File: config.mk
export PLATFORM = sky130hd
export DESIGN_NAME = tpp_prime_unit
export DESIGN_NICKNAME = d
export VERILOG_FILES = /design/src/sv/tpp_pkg.sv /design/src/sv/tpp_prime_unit.sv
export VERILOG_INCLUDE_DIRS = /design/src /design/src/sv
export SDC_FILE = /design/constraint.sdc
export NUM_CORES = 1
export LEC_CHECK = 0
export ABC_AREA = 1
export BUFFER_PORTS_ARGS = -buffer_cell sky130_fd_sc_hd__buf_2
export CAP_MARGIN = 20
export CORE_ASPECT_RATIO = 0.5
export CORE_UTILIZATION = 30
export CTS_CLUSTER_DIAMETER = 100
export CTS_CLUSTER_SIZE = 12
export DETAILED_ROUTE_END_ITERATION = 12
export MAX_ROUTING_LAYER = met4
export PLACE_DENSITY = 0.51
export SYNTH_ARGS = -nofsm -noshare
export SYNTH_HDL_FRONTEND = slang
export SYNTH_SLANG_ARGS = --single-unit
File: constraint.sdc
create_clock -name clk -period 3.5 [get_ports clk]
set_clock_uncertainty 0.1 [all_clocks]
set_input_delay 0.7 -clock clk [delete_from_list [all_inputs] [get_ports clk]]
set_output_delay 0.7 -clock clk [all_outputs]
set_load 0.1 [all_outputs]
File: src/sv/twin_prime_pair_checker_assert.svh
// Assertion macros shared by the twin prime pair checker RTL.
// Each macro expects clk and rst_n in the enclosing module.
`ifndef TWIN_PRIME_PAIR_CHECKER_ASSERT_SVH
`define TWIN_PRIME_PAIR_CHECKER_ASSERT_SVH

// Same-cycle implication, disabled while reset is asserted.
`define TPP_ASSERT_IMPLIES(label, ante, cons, msg) \
    label: assert property (@(posedge clk) disable iff (!rst_n) (ante) |-> (cons)) \
        else $error(msg);

// Next-cycle implication, disabled while reset is asserted.
`define TPP_ASSERT_NEXT(label, ante, cons, msg) \
    label: assert property (@(posedge clk) disable iff (!rst_n) (ante) |=> (cons)) \
        else $error(msg);

`endif

File: src/sv/tpp_pkg.sv
// Shared types and constants for the twin prime pair checker.
// No dependencies; imported by tpp_prime_unit and twin_prime_pair_checker.
package tpp_pkg;

    // Output tdata: one verdict bit padded to a byte.
    localparam int OUT_TDATA_W = 8;

    typedef enum logic [1:0] {
        ST_IDLE,
        ST_TEST_A,
        ST_TEST_B,
        ST_DONE
    } tpp_state_t;

    typedef enum logic [1:0] {
        PT_IDLE,
        PT_CHECK,
        PT_DIV,
        PT_TEST
    } tpp_prime_state_t;

    // Status from the primality unit to the sequencer.
    typedef struct packed {
        logic busy;
        logic done;
        logic prime;
    } tpp_prime_status_t;

endpackage

File: src/sv/tpp_prime_unit.sv
// Trial-division primality test, remainder formed one bit per cycle.
// Depends on tpp_pkg and twin_prime_pair_checker_assert.svh.
`include "twin_prime_pair_checker_assert.svh"

module tpp_prime_unit
    import tpp_pkg::*;
#(
    parameter int VALUE_WIDTH = 16
)
(
    input  logic                   clk,
    input  logic                   rst_n,
    input  logic                   start,
    input  logic [VALUE_WIDTH-1:0] value,
    output tpp_prime_status_t      status
);

    localparam int CNT_W = $clog2(VALUE_WIDTH);

    tpp_prime_state_t         state_reg, state_next;
    logic                     done_reg, done_next;
    logic                     prime_reg, prime_next;
    logic [VALUE_WIDTH-1:0]   n_reg, n_next;
    logic [VALUE_WIDTH-1:0]   d_reg, d_next;
    logic [VALUE_WIDTH:0]     sq_reg, sq_next;      // d squared, tracked incrementally
    logic [VALUE_WIDTH-1:0]   rem_reg, rem_next;
    logic [VALUE_WIDTH-1:0]   shift_reg, shift_next; // dividend bits, MSB first
    logic [CNT_W-1:0]         cnt_reg, cnt_next;

    logic [VALUE_WIDTH:0]     trial;
    logic [VALUE_WIDTH:0]     trial_sub;
    logic                     trial_ge;

    // one restoring-division step
    assign trial     = {rem_reg, shift_reg[VALUE_WIDTH-1]};
    assign trial_sub = trial - {1'b0, d_reg};
    assign trial_ge  = (trial >= {1'b0, d_reg});

    always_comb
    begin
        state_next = state_reg;
        done_next  = 1'b0;
        prime_next = prime_reg;
        n_next     = n_reg;
        d_next     = d_reg;
        sq_next    = sq_reg;
        rem_next   = rem_reg;
        shift_next = shift_reg;
        cnt_next   = cnt_reg;
        unique case (state_reg)
            PT_IDLE:
            begin
                if (start)
                begin
                    n_next  = value;
                    d_next  = VALUE_WIDTH'(2);
                    sq_next = (VALUE_WIDTH+1)'(4);
                    if (value < VALUE_WIDTH'(2))
                    begin
                        done_next  = 1'b1;
                        prime_next = 1'b0;
                    end
                    else
                    begin
                        state_next = PT_CHECK;
                    end
                end
            end
            PT_CHECK:
            begin
                // d*d past n: no divisor left
                if (sq_reg > {1'b0, n_reg})
                begin
                    done_next  = 1'b1;
                    prime_next = 1'b1;
                    state_next = PT_IDLE;
                end
                else
                begin
                    rem_next   = '0;
                    shift_next = n_reg;
                    cnt_next   = CNT_W'(VALUE_WIDTH - 1);
                    state_next = PT_DIV;
                end
            end
            PT_DIV:
            begin
                rem_next   = trial_ge ? trial_sub[VALUE_WIDTH-1:0] : trial[VALUE_WIDTH-1:0];
                shift_next = {shift_reg[VALUE_WIDTH-2:0], 1'b0};
                if (cnt_reg == '0)
                begin
                    state_next = PT_TEST;
                end
                else
                begin
                    cnt_next = cnt_reg - 1'b1;
                end
            end
            PT_TEST:
            begin
                if (rem_reg == '0)
                begin
                    done_next  = 1'b1;
                    prime_next = 1'b0;
                    state_next = PT_IDLE;
                end
                else
                begin
                    // (d+1)^2 = d^2 + 2d + 1
                    d_next     = d_reg + 1'b1;
                    sq_next    = sq_reg + {d_reg, 1'b1};
                    state_next = PT_CHECK;
                end
            end
            default:
            begin
                state_next = PT_IDLE;
            end
        endcase
    end

    always_ff @(posedge clk or negedge rst_n)
    begin
        if (!rst_n)
        begin
            state_reg <= PT_IDLE;
            done_reg  <= 1'b0;
        end
        else
        begin
            state_reg <= state_next;
            done_reg  <= done_next;
        end
    end

    always_ff @(posedge clk)
    begin
        prime_reg <= prime_next;
        n_reg     <= n_next;
        d_reg     <= d_next;
        sq_reg    <= sq_next;
        rem_reg   <= rem_next;
        shift_reg <= shift_next;
        cnt_reg   <= cnt_next;
    end

    assign status.busy  = (state_reg != PT_IDLE);
    assign status.done  = done_reg;
    assign status.prime = prime_reg;

    `TPP_ASSERT_IMPLIES(a_rem_below_divisor, state_reg == PT_DIV, rem_reg < d_reg,
        "partial remainder not below divisor")
    `TPP_ASSERT_IMPLIES(a_prime_needs_two, done_reg && prime_reg, n_reg >= VALUE_WIDTH'(2),
        "value below two reported prime")
    `TPP_ASSERT_NEXT(a_start_leaves_idle, start && state_reg == PT_IDLE,
        done_reg || state_reg == PT_CHECK, "start neither finished nor began a check")

endmodule

; After elaboration in Yosys (flattened, before gate mapping)
; Index checks and enable logic that the tools add are counted.
[word_totals]
ff_bits = 89
input_bits = 19
[classes]
n_addsub = 4
eq_ne = 12
muxes = 30
n_reduce_logical = 13
n_lt_le_gt_ge = 3
[op_table]
columns = op, count
row1 = $pmux W16 S2, 3
row2 = $mux W16, 5
row3 = $mux W17, 2
row4 = $pmux W17 S2, 1
row5 = $ne A2 B2 Y1 const B, 9
row6 = $add A17 B17 Y17, 1
row7 = $ge A17 B16 Y1, 1
row8 = $gt A17 B16 Y1, 1
row9 = $add A16 B1 Y16 const B, 1
row10 = $logic_not A16 Y1, 1
row11 = $lt A16 B2 Y1 const B, 1
row12 = $sub A16 B16 Y16, 1
row13 = $mux W1, 9
row14 = $reduce_and A3 Y1, 3
row15 = $mux W2, 4
row16 = $mux W4, 2
row17 = $pmux W2 S4, 1
row18 = $pmux W4 S2, 1
row19 = $pmux W1 S3, 2
row20 = $reduce_bool A2 Y1, 3
row21 = $reduce_and A5 Y1, 1
row22 = $eq A2 B2 Y1 const B, 2
row23 = $logic_not A4 Y1, 1
row24 = $reduce_and A2 Y1, 2
row25 = other kinds (4), 4

; Logic depth before layout (Yosys ltp)
; Gate-level depths: netlist (run 1).
[depth]
ltp_word = 4
depth_mapped = 14
depth_no_buf = 14

; Least setup slack after synthesis (run 1)
; OpenSTA, ideal clock, no wires.
[synth_path]
kind = register to register
from = reg state_reg[0]
to = reg d_reg[0], enable pin
setup_ps = 391
path_stages_with_launch = 6
slack_ps = 298
arrival_ps = 2712
period_less_slack_ps = 3202
path_cell_list = dfrtp_1 -> nor2_1 -> inv_1 -> nor2_1 -> inv_1 -> nand2_1
[synth_between]
elab_chain_len = 3
[synth_rtl]
columns = item, line_no
row1 = "start, declared", tpp_prime_unit.sv:20  ; tpp_prime_state_t state_reg, state_next;
row2 = "start signal, assigned", tpp_prime_unit.sv:131  ; state_reg <= state_next;
row3 = $eq A2 B2 Y1 or $logic_not A2 Y1 (tied branches), tpp_prime_unit.sv:50  ; unique case (state_reg)
row4 = $ne A2 B2 Y1 (no source line) or $reduce_bool A2 Y1 (tied branches), -
row5 = $reduce_and A3 Y1 (no source line) *, -
row6 = "end signal, assigned", tpp_prime_unit.sv:140  ; d_reg <= d_next;
row7 = "end, declared", tpp_prime_unit.sv:24  ; logic [VALUE_WIDTH-1:0] d_reg, d_next;
; Mark *: on every way between the ends. The rest lies on a longest branch, timed or not.
; A chain may end at the register's enable or synchronous reset.

; Worst setup path after layout (run 1)
[layout_path]
from = reg d_reg[3]
to = reg rem_reg[7] (data pin)
[layout_between]
elab_chain_len = 3
[layout_rtl]
columns = item, line_no
row1 = $sub A16 B16 Y16 or $ge A17 B16 Y1 (tied branches), "tpp_prime_unit.sv:36, tpp_prime_unit.sv:37"
row2 = $mux W16 *, tpp_prime_unit.sv:88  ; rem_next = trial_ge ? trial_sub[VALUE_WIDTH-1:0] : trial[VALUE_WIDTH-1:0];
row3 = $pmux W16 S2 *, tpp_prime_unit.sv:50
row4 = "end signal, assigned", tpp_prime_unit.sv:142  ; rem_reg <= rem_next;
row5 = "end, declared", tpp_prime_unit.sv:26  ; logic [VALUE_WIDTH-1:0] rem_reg, rem_next;
; Marks and branches as above.

==> results.json, run 1 <==
{
  "status": "finished, final reports clean",
  "synth_compound_area_share_pct": 10.0,
  "fin_hold_ws_ns": 0.0323,
  "crit_type": "reg -> reg",
  "initial_core_util_pct": 31.4,
  "cp-start-kind": "flip-flop",
  "synth-async-reset-ratio_pct": 3.37,
  "drv_cap": 0,
  "place_hpwl_um": 11700,
  "ys_seq_area_share_pct": 42.5,
  "syn_avg_cell_area_um2": 7.84,
  "synth_top_flop_cell": "edfxtp_1",
  "htreeDepth": 3,
  "cp.required_ns": 3.51,
  "dp_cells": 1077,
  "fin_crit_sh_pct": 77.3,
  "synth_cell_types": 34,
  "setup_tns_ns": 0,
  "viasPerCell": 4.69,
  "antenna_found_initial": 0,
  "core_area_mm2": 0.0200,
  "die_area_mm2": 0.0215,
  "post_drt_wl_per_cell_um": 13.6,
  "min_period_ns": 2.71,
  "vdd_drop_max_uv": 368,
  "areaGrowthSynthToFinish_pct": 12.3,
  "grtUsageTotal_pct": 15.4,
  "grt_max_degree": 37,
  "cts_tree": "done",
  "cts_made_buffers": 9,
  "vias": 5126,
  "p_leak_nw": 3.24,
  "root_buffer": "clkbuf_16",
  "ant_nets": 0,
  "synth_seq_cells": 89,
  "io_pins": 22,
  "synth_top_family_by_area": "simple AND/OR/NAND/NOR gates",
  "grt_pass1_wl_um": 24900,
  "overflow": 0,
  "drtIter0Drc": 310,
  "drive_above_1_share_pct": 8.46,
  "yosys.area_share.simple_pct": 26.3,
  "fp.dieH_um": 104,
  "finalHoldViolations": 0,
  "power_density_mw_per_mm2": 1030,
  "synth_fa_ha_area_share_pct": 10.4,
  "clockBufferDepth": 2,
  "synth_edf_count": 86,
  "synth_mux_area_share_pct": 0,
  "final_cell_area_mm2": 0.00703,
  "path_clk_slew_ns": 0.07,
  "setup_viol": 0,
  "yosysTopAreaCell": "edfxtp_1",
  "die_x_um": 206,
  "syn_nets": 868,
  "fin_nets": 892,
  "worst-path-max-fanout": 29,
  "synth_area_mm2": 0.00626,
  "synthTopCellsByArea": "edfxtp_1, nand2_1, ha_1",
  "synthTopCellsByCount": "nand2_1, inv_1, edfxtp_1, nor2_1",
  "drc": 0,
  "synth_top_area_share_pct": 41.3,
  "post-cts-setup-buffers": 0,
  "instances_no_fill": 1093,
  "place_area_mm2": 0.00666,
  "post-synth-top-count-cell": "nand2_1",
  "routed_wirelength_um": 14900,
  "timing.slew.headroom_pct": 35.6,
  "dr.pass1.iters": 5,
  "cts_resized": 0,
  "hold_path.class": "in -> async",
  "grt_pass1_vias": 4914,
  "setup.worst_path.end_class": "flip-flop",
  "hold_buffers": 0,
  "cts_sinks": 89,
  "fmax_mhz": 369,
  "cp.arrival_ns": 2.72,
  "antenna_cells": 0,
  "place_congestion": 0.881,
  "syn_inst": 798,
  "yosys_warnings": 0,
  "tightest_slew_ns": 0.964,
  "synth_xor_area_share_pct": 1.40,
  "rsz0062_at_grt": "false",
  "drv_slew": 0,
  "rows": 36,
  "largest_register_ff_count": 17,
  "fillers": 2068,
  "clk_latency_ns": 0.35,
  "portBuffers": 21
}
-- logic make-up after synthesis --
kind of cell | Yosys count
and+or+nand+nor | 391
adders and majority gates | 51
DFF | 89
AOI/OAI and AO/OA | 111
xor gates and xnor gates | 10
buffers and inverters | 146
-- cell usage in the layout, fill, tap and decap left out, drive strengths merged, types with 3 or more instances in the layout --
cell type	instances
nand4	19
bufinv	4
a21oi	59
clkinv	3
or2	4
xnor2	4
dfrtp	3
buf	29
nor2	88
o21ai	38
nand3	50
nor3	13
ha	49
clkbuf	9
nand2	211
o21bai	6
inv	130
edfxtp	86
and2	3
xor2	6
-- power breakdown --
group          internal (W)  total (W)  switching (W)
Clock              0.000772    0.00121       0.000436
Combinational       0.00132    0.00402        0.00271
Sequential          0.00177    0.00204       0.000270
Total               0.00386    0.00727        0.00341
-- path summary, 6_finish.rpt --
check | startpoint | to | slack, ns | cells past startpoint
max in group asynchronous | rst_n | done_reg | 3.16 | 1
hold / removal | rst_n | state_reg[0] | 0.03 | 1
min in group clk | state_reg[0] | state_reg[0] | 0.40 | 1
setup reg to reg | d_reg[3] | rem_reg[7] | 0.79 | 12
setup / recovery | d_reg[3] | rem_reg[7] | 0.79 | 12
hold reg to reg | state_reg[0] | state_reg[0] | 0.40 | 1
-- worst max-delay path, cell delays in order (launching register included) --
cell and delay, ns:
edfxtp_1 0.47, inv_1 0.16, ha_1 0.40, nand2_2 0.12, inv_1 0.04, nand2_1 0.09, nand3_2 0.12, nand2_2 0.10
nand2_2 0.07, nand2_2 0.49, nand3_1 0.16, nand2_1 0.09, nor2_1 0.04
-- per-layer routing --
layer  wire [um]  up-vias  GRT usage, %
met1        7680     2369          20.5
met4         180        0          4.20
met3         450       11          2.29
li1            -     2673             -
met5           0        -             -
met2        6610       73          24.1
-- metrics by stage --
step                      power [W]  worst slack [ns]  utilization, %
after floorplan             0.00510             0.298               -
after global placement      0.00607             0.852            33.4
after detailed placement    0.00608             0.795            33.4
after CTS                   0.00732             0.784            35.2
after global routing        0.00798             0.547            35.2
final                       0.00727             0.793            35.2
-- final cells by class --
type	instances	area [um2]	area share (%)
timing repair buffer	29	165	2.35
inverter	130	488	6.94
clock inverter	7	143	2.03
multi-input combinational	563	3020	42.9
sequential	89	2660	37.8
clock buffer	9	225	3.20
tap	266	333	4.73
Power figures use the tool's default switching activity.
==> run 2, diff against run 1 <==
- ABC_AREA: 1 -> 0
- PLACE_DENSITY: 0.51 -> 0.52
- clock period: 3.5 -> 2.2 ns (I/O delays scaled with it)
==> results.json, run 2 <==
{
  "rrSetupSlack_ns": -0.36,
  "cts_tree": "done",
  "rsz0062_at_grt": "true",
  "setup.worst_path.end_class": "flip-flop",
  "setup_tns_ns": -17.77,
  "cts_sinks": 89,
  "power_w": 0.0148,
  "yosys_warnings": 0,
  "rows": 35,
  "status": "finished with violations",
  "post-synth-top-count-cell": "edfxtp_1",
  "io_pins": 22,
  "routed_wirelength_um": 16000,
  "power_density_mw_per_mm2": 1720,
  "layout_commonest_cell": "buf_4",
  "initial_core_util_pct": 30.9,
  "synth_area_mm2": 0.00573,
  "tightest_slew_ns": 0.479,
  "syn_inst": 561,
  "synth-async-reset-ratio_pct": 3.37,
  "fillers": 1757,
  "fin_hold_ws_ns": 0.171,
  "grtUsageTotal_pct": 17.1,
  "crit_type": "reg -> reg",
  "drive_above_1_share_pct": 43.5,
  "place_congestion": 0.891,
  "synth_compound_area_share_pct": 14.7,
  "fp.dieH_um": 99.8,
  "finalHoldViolations": 0,
  "ys_seq_area_share_pct": 46.3,
  "antenna_cells": 0,
  "fmax_mhz": 391,
  "failed_checks": "setup timing",
  "fin_nets": 831,
  "cp.arrival_ns": 2.57,
  "synth_xor_area_share_pct": 5.50,
  "synth_mux_area_share_pct": 1.59,
  "grt_pass1_vias": 4873,
  "timing.slew.headroom_pct": 68.0,
  "synth_edf_count": 86,
  "place_hpwl_um": 11300,
  "antenna_found_initial": 0,
  "synth_fa_ha_area_share_pct": 11.4,
  "setup_viol": 63,
  "syn_nets": 631,
  "ff2ff_path_depth": 8,
  "hold_path.class": "in -> reg",
  "yosysTopAreaCell": "edfxtp_1",
  "use_met3_pct": 3.39,
  "synth_top_flop_cell": "edfxtp_1",
  "seq_area_mm2": 0.00266,
  "post-place-ws_ns": -0.419,
  "path_clk_slew_ns": 0.06,
  "gr-usage-met1_pct": 23.3,
  "multiInputGateArea_mm2": 0.00351,
  "areaGrowthSynthToFinish_pct": 50.1,
  "largest_register_ff_count": 17,
  "dr.pass1.iters": 5,
  "worst-path-max-fanout": 8,
  "core_area_mm2": 0.0186,
  "grt_busiest_layer": "met2",
  "globalRouteMet2Util_pct": 26.1,
  "die_x_um": 198,
  "yosys.area_share.simple_pct": 16.3,
  "syn_avg_cell_area_um2": 10.2,
  "root_buffer": "clkbuf_16",
  "overflow": 0,
  "drv_slew": 0,
  "min_period_ns": 2.56,
  "p_leak_nw": 3.53,
  "vias": 4942,
  "drtIter0Drc": 310,
  "post_drt_wl_per_cell_um": 15.6,
  "crit_path_start": "sq_reg[14]",
  "ant_nets": 0,
  "r2r_end": "shift_reg[8]",
  "synthTopCellsByCount": "edfxtp_1, nor2_1, nand2_1",
  "grt_pass1_wl_um": 25100,
  "synthTopCellsByArea": "edfxtp_1, ha_1, xnor2_1",
  "synth_cell_types": 59,
  "layout_common_cells": "buf_4, edfxtp_1, nor2_1",
  "reg2reg_from": "sq_reg[14]",
  "fin_ws_ns": -0.355,
  "cp-start-kind": "flip-flop",
  "cts_made_buffers": 9,
  "cp.required_ns": 2.21,
  "synth_top_area_share_pct": 45.0,
  "viasPerCell": 4.82,
  "drc": 0,
  "drv_cap": 0,
  "die_area_mm2": 0.0197,
  "grt_max_degree": 33,
  "worstSetupEndpoint": "shift_reg[8]",
  "fin_crit_sh_pct": 116,
  "htreeDepth": 3,
  "synth_top_family_by_area": "simple AND/OR/NAND/NOR gates",
  "clockBufferDepth": 2,
  "portBuffers": 21,
  "vdd_drop_max_uv": 635,
  "synth_seq_cells": 89,
  "clk_latency_ns": 0.35
}
[run 2: changes by cell type after synthesis, sizes merged, moves of 8 or more]
cell	previous run	this run
nand2	211	52
a21oi	59	38
a21o	2	15
nand3	50	16
xnor2	4	25
nor2	88	54
mux2i	0	8
nand4	19	11
inv	130	45
[run 2: final cells by class]
| type | count | share of cell area, % |
|---|---|---|
| well taps | 259 | 3.77 |
| clock buffers | 13 | 3.14 |
| repair buffers | 204 | 18.9 |
| flip-flops and latches | 89 | 30.9 |
| inverters | 45 | 1.96 |
| multi-input cells | 412 | 40.8 |
| clock inverters | 3 | 0.552 |
[run 2: cells by family (layout without fill, tap and decap cells)]
kind of cell,count (synthesis),in the layout
fa+ha+maj,51,51
simple gates,191,191
buf+inv,60,265
xor+xnor,36,36
mux,9,9
flops,89,89
compound gates,125,125
[run 2: worst max-delay path: stages, from the launching register on]
cell       delay (ns)
edfxtp_1         0.46
ha_4             0.31
nand3_2          0.07
or3_4            0.41
a211o_1          0.32
o2111ai_4        0.13
a21bo_4          0.21
nand2_8          0.09
clkbuf_16        0.20
[run 2: timing repair]
| action | in CTS | in global routing |
|---|---|---|
| setup endpoints to repair | 64 | 66 |
| resized for setup | 65 | 72 |
| hold endpoints to repair | 3 | 0 |
| gates cloned | 2 | 2 |
| hold buffers | 1 | 0 |
| pin swaps | 43 | 37 |
| buffers inserted | 17 | 18 |
[run 2: metrics by stage]
stage | cells | util (%) | area [um2]
after floorplan | 561 | - | 5770
after global placement | 973 | 39.1 | 7250
after detailed placement | 973 | 39.1 | 7250
after CTS | 1009 | 43.6 | 8090
after global routing | 1025 | 46.4 | 8610
final | 1025 | 46.4 | 8610
[run 2: worst min-delay path by stage]
stage          slack (ns)        end  cells past startpoint     start
6_report             0.17   n_reg[0]                      1  value[0]
5_1_grt              0.16   n_reg[0]                      1  value[0]
4_1_cts              0.16   n_reg[0]                      1  value[0]
3_5_place_dp         0.14   done_reg                      1     rst_n
3_3_place_gp         0.14   done_reg                      1     rst_n
2_1_floorplan        0.04  async pin                      0     rst_n
[run 2: per-layer routing]
metal,share of wire [%],vias to the layer above
met5,0,-
met4,1.4,0
met3,4.7,27
met1,49,2341
met2,45,127
li1,-,2447
[run 2: power breakdown]
part | internal, W | total (W) | switching, W
combinational | 0.00500 | 0.00993 | 0.00493
sequential | 0.00279 | 0.00322 | 0.000430
clock | 0.000981 | 0.00164 | 0.000656
total | 0.00878 | 0.0148 | 0.00602
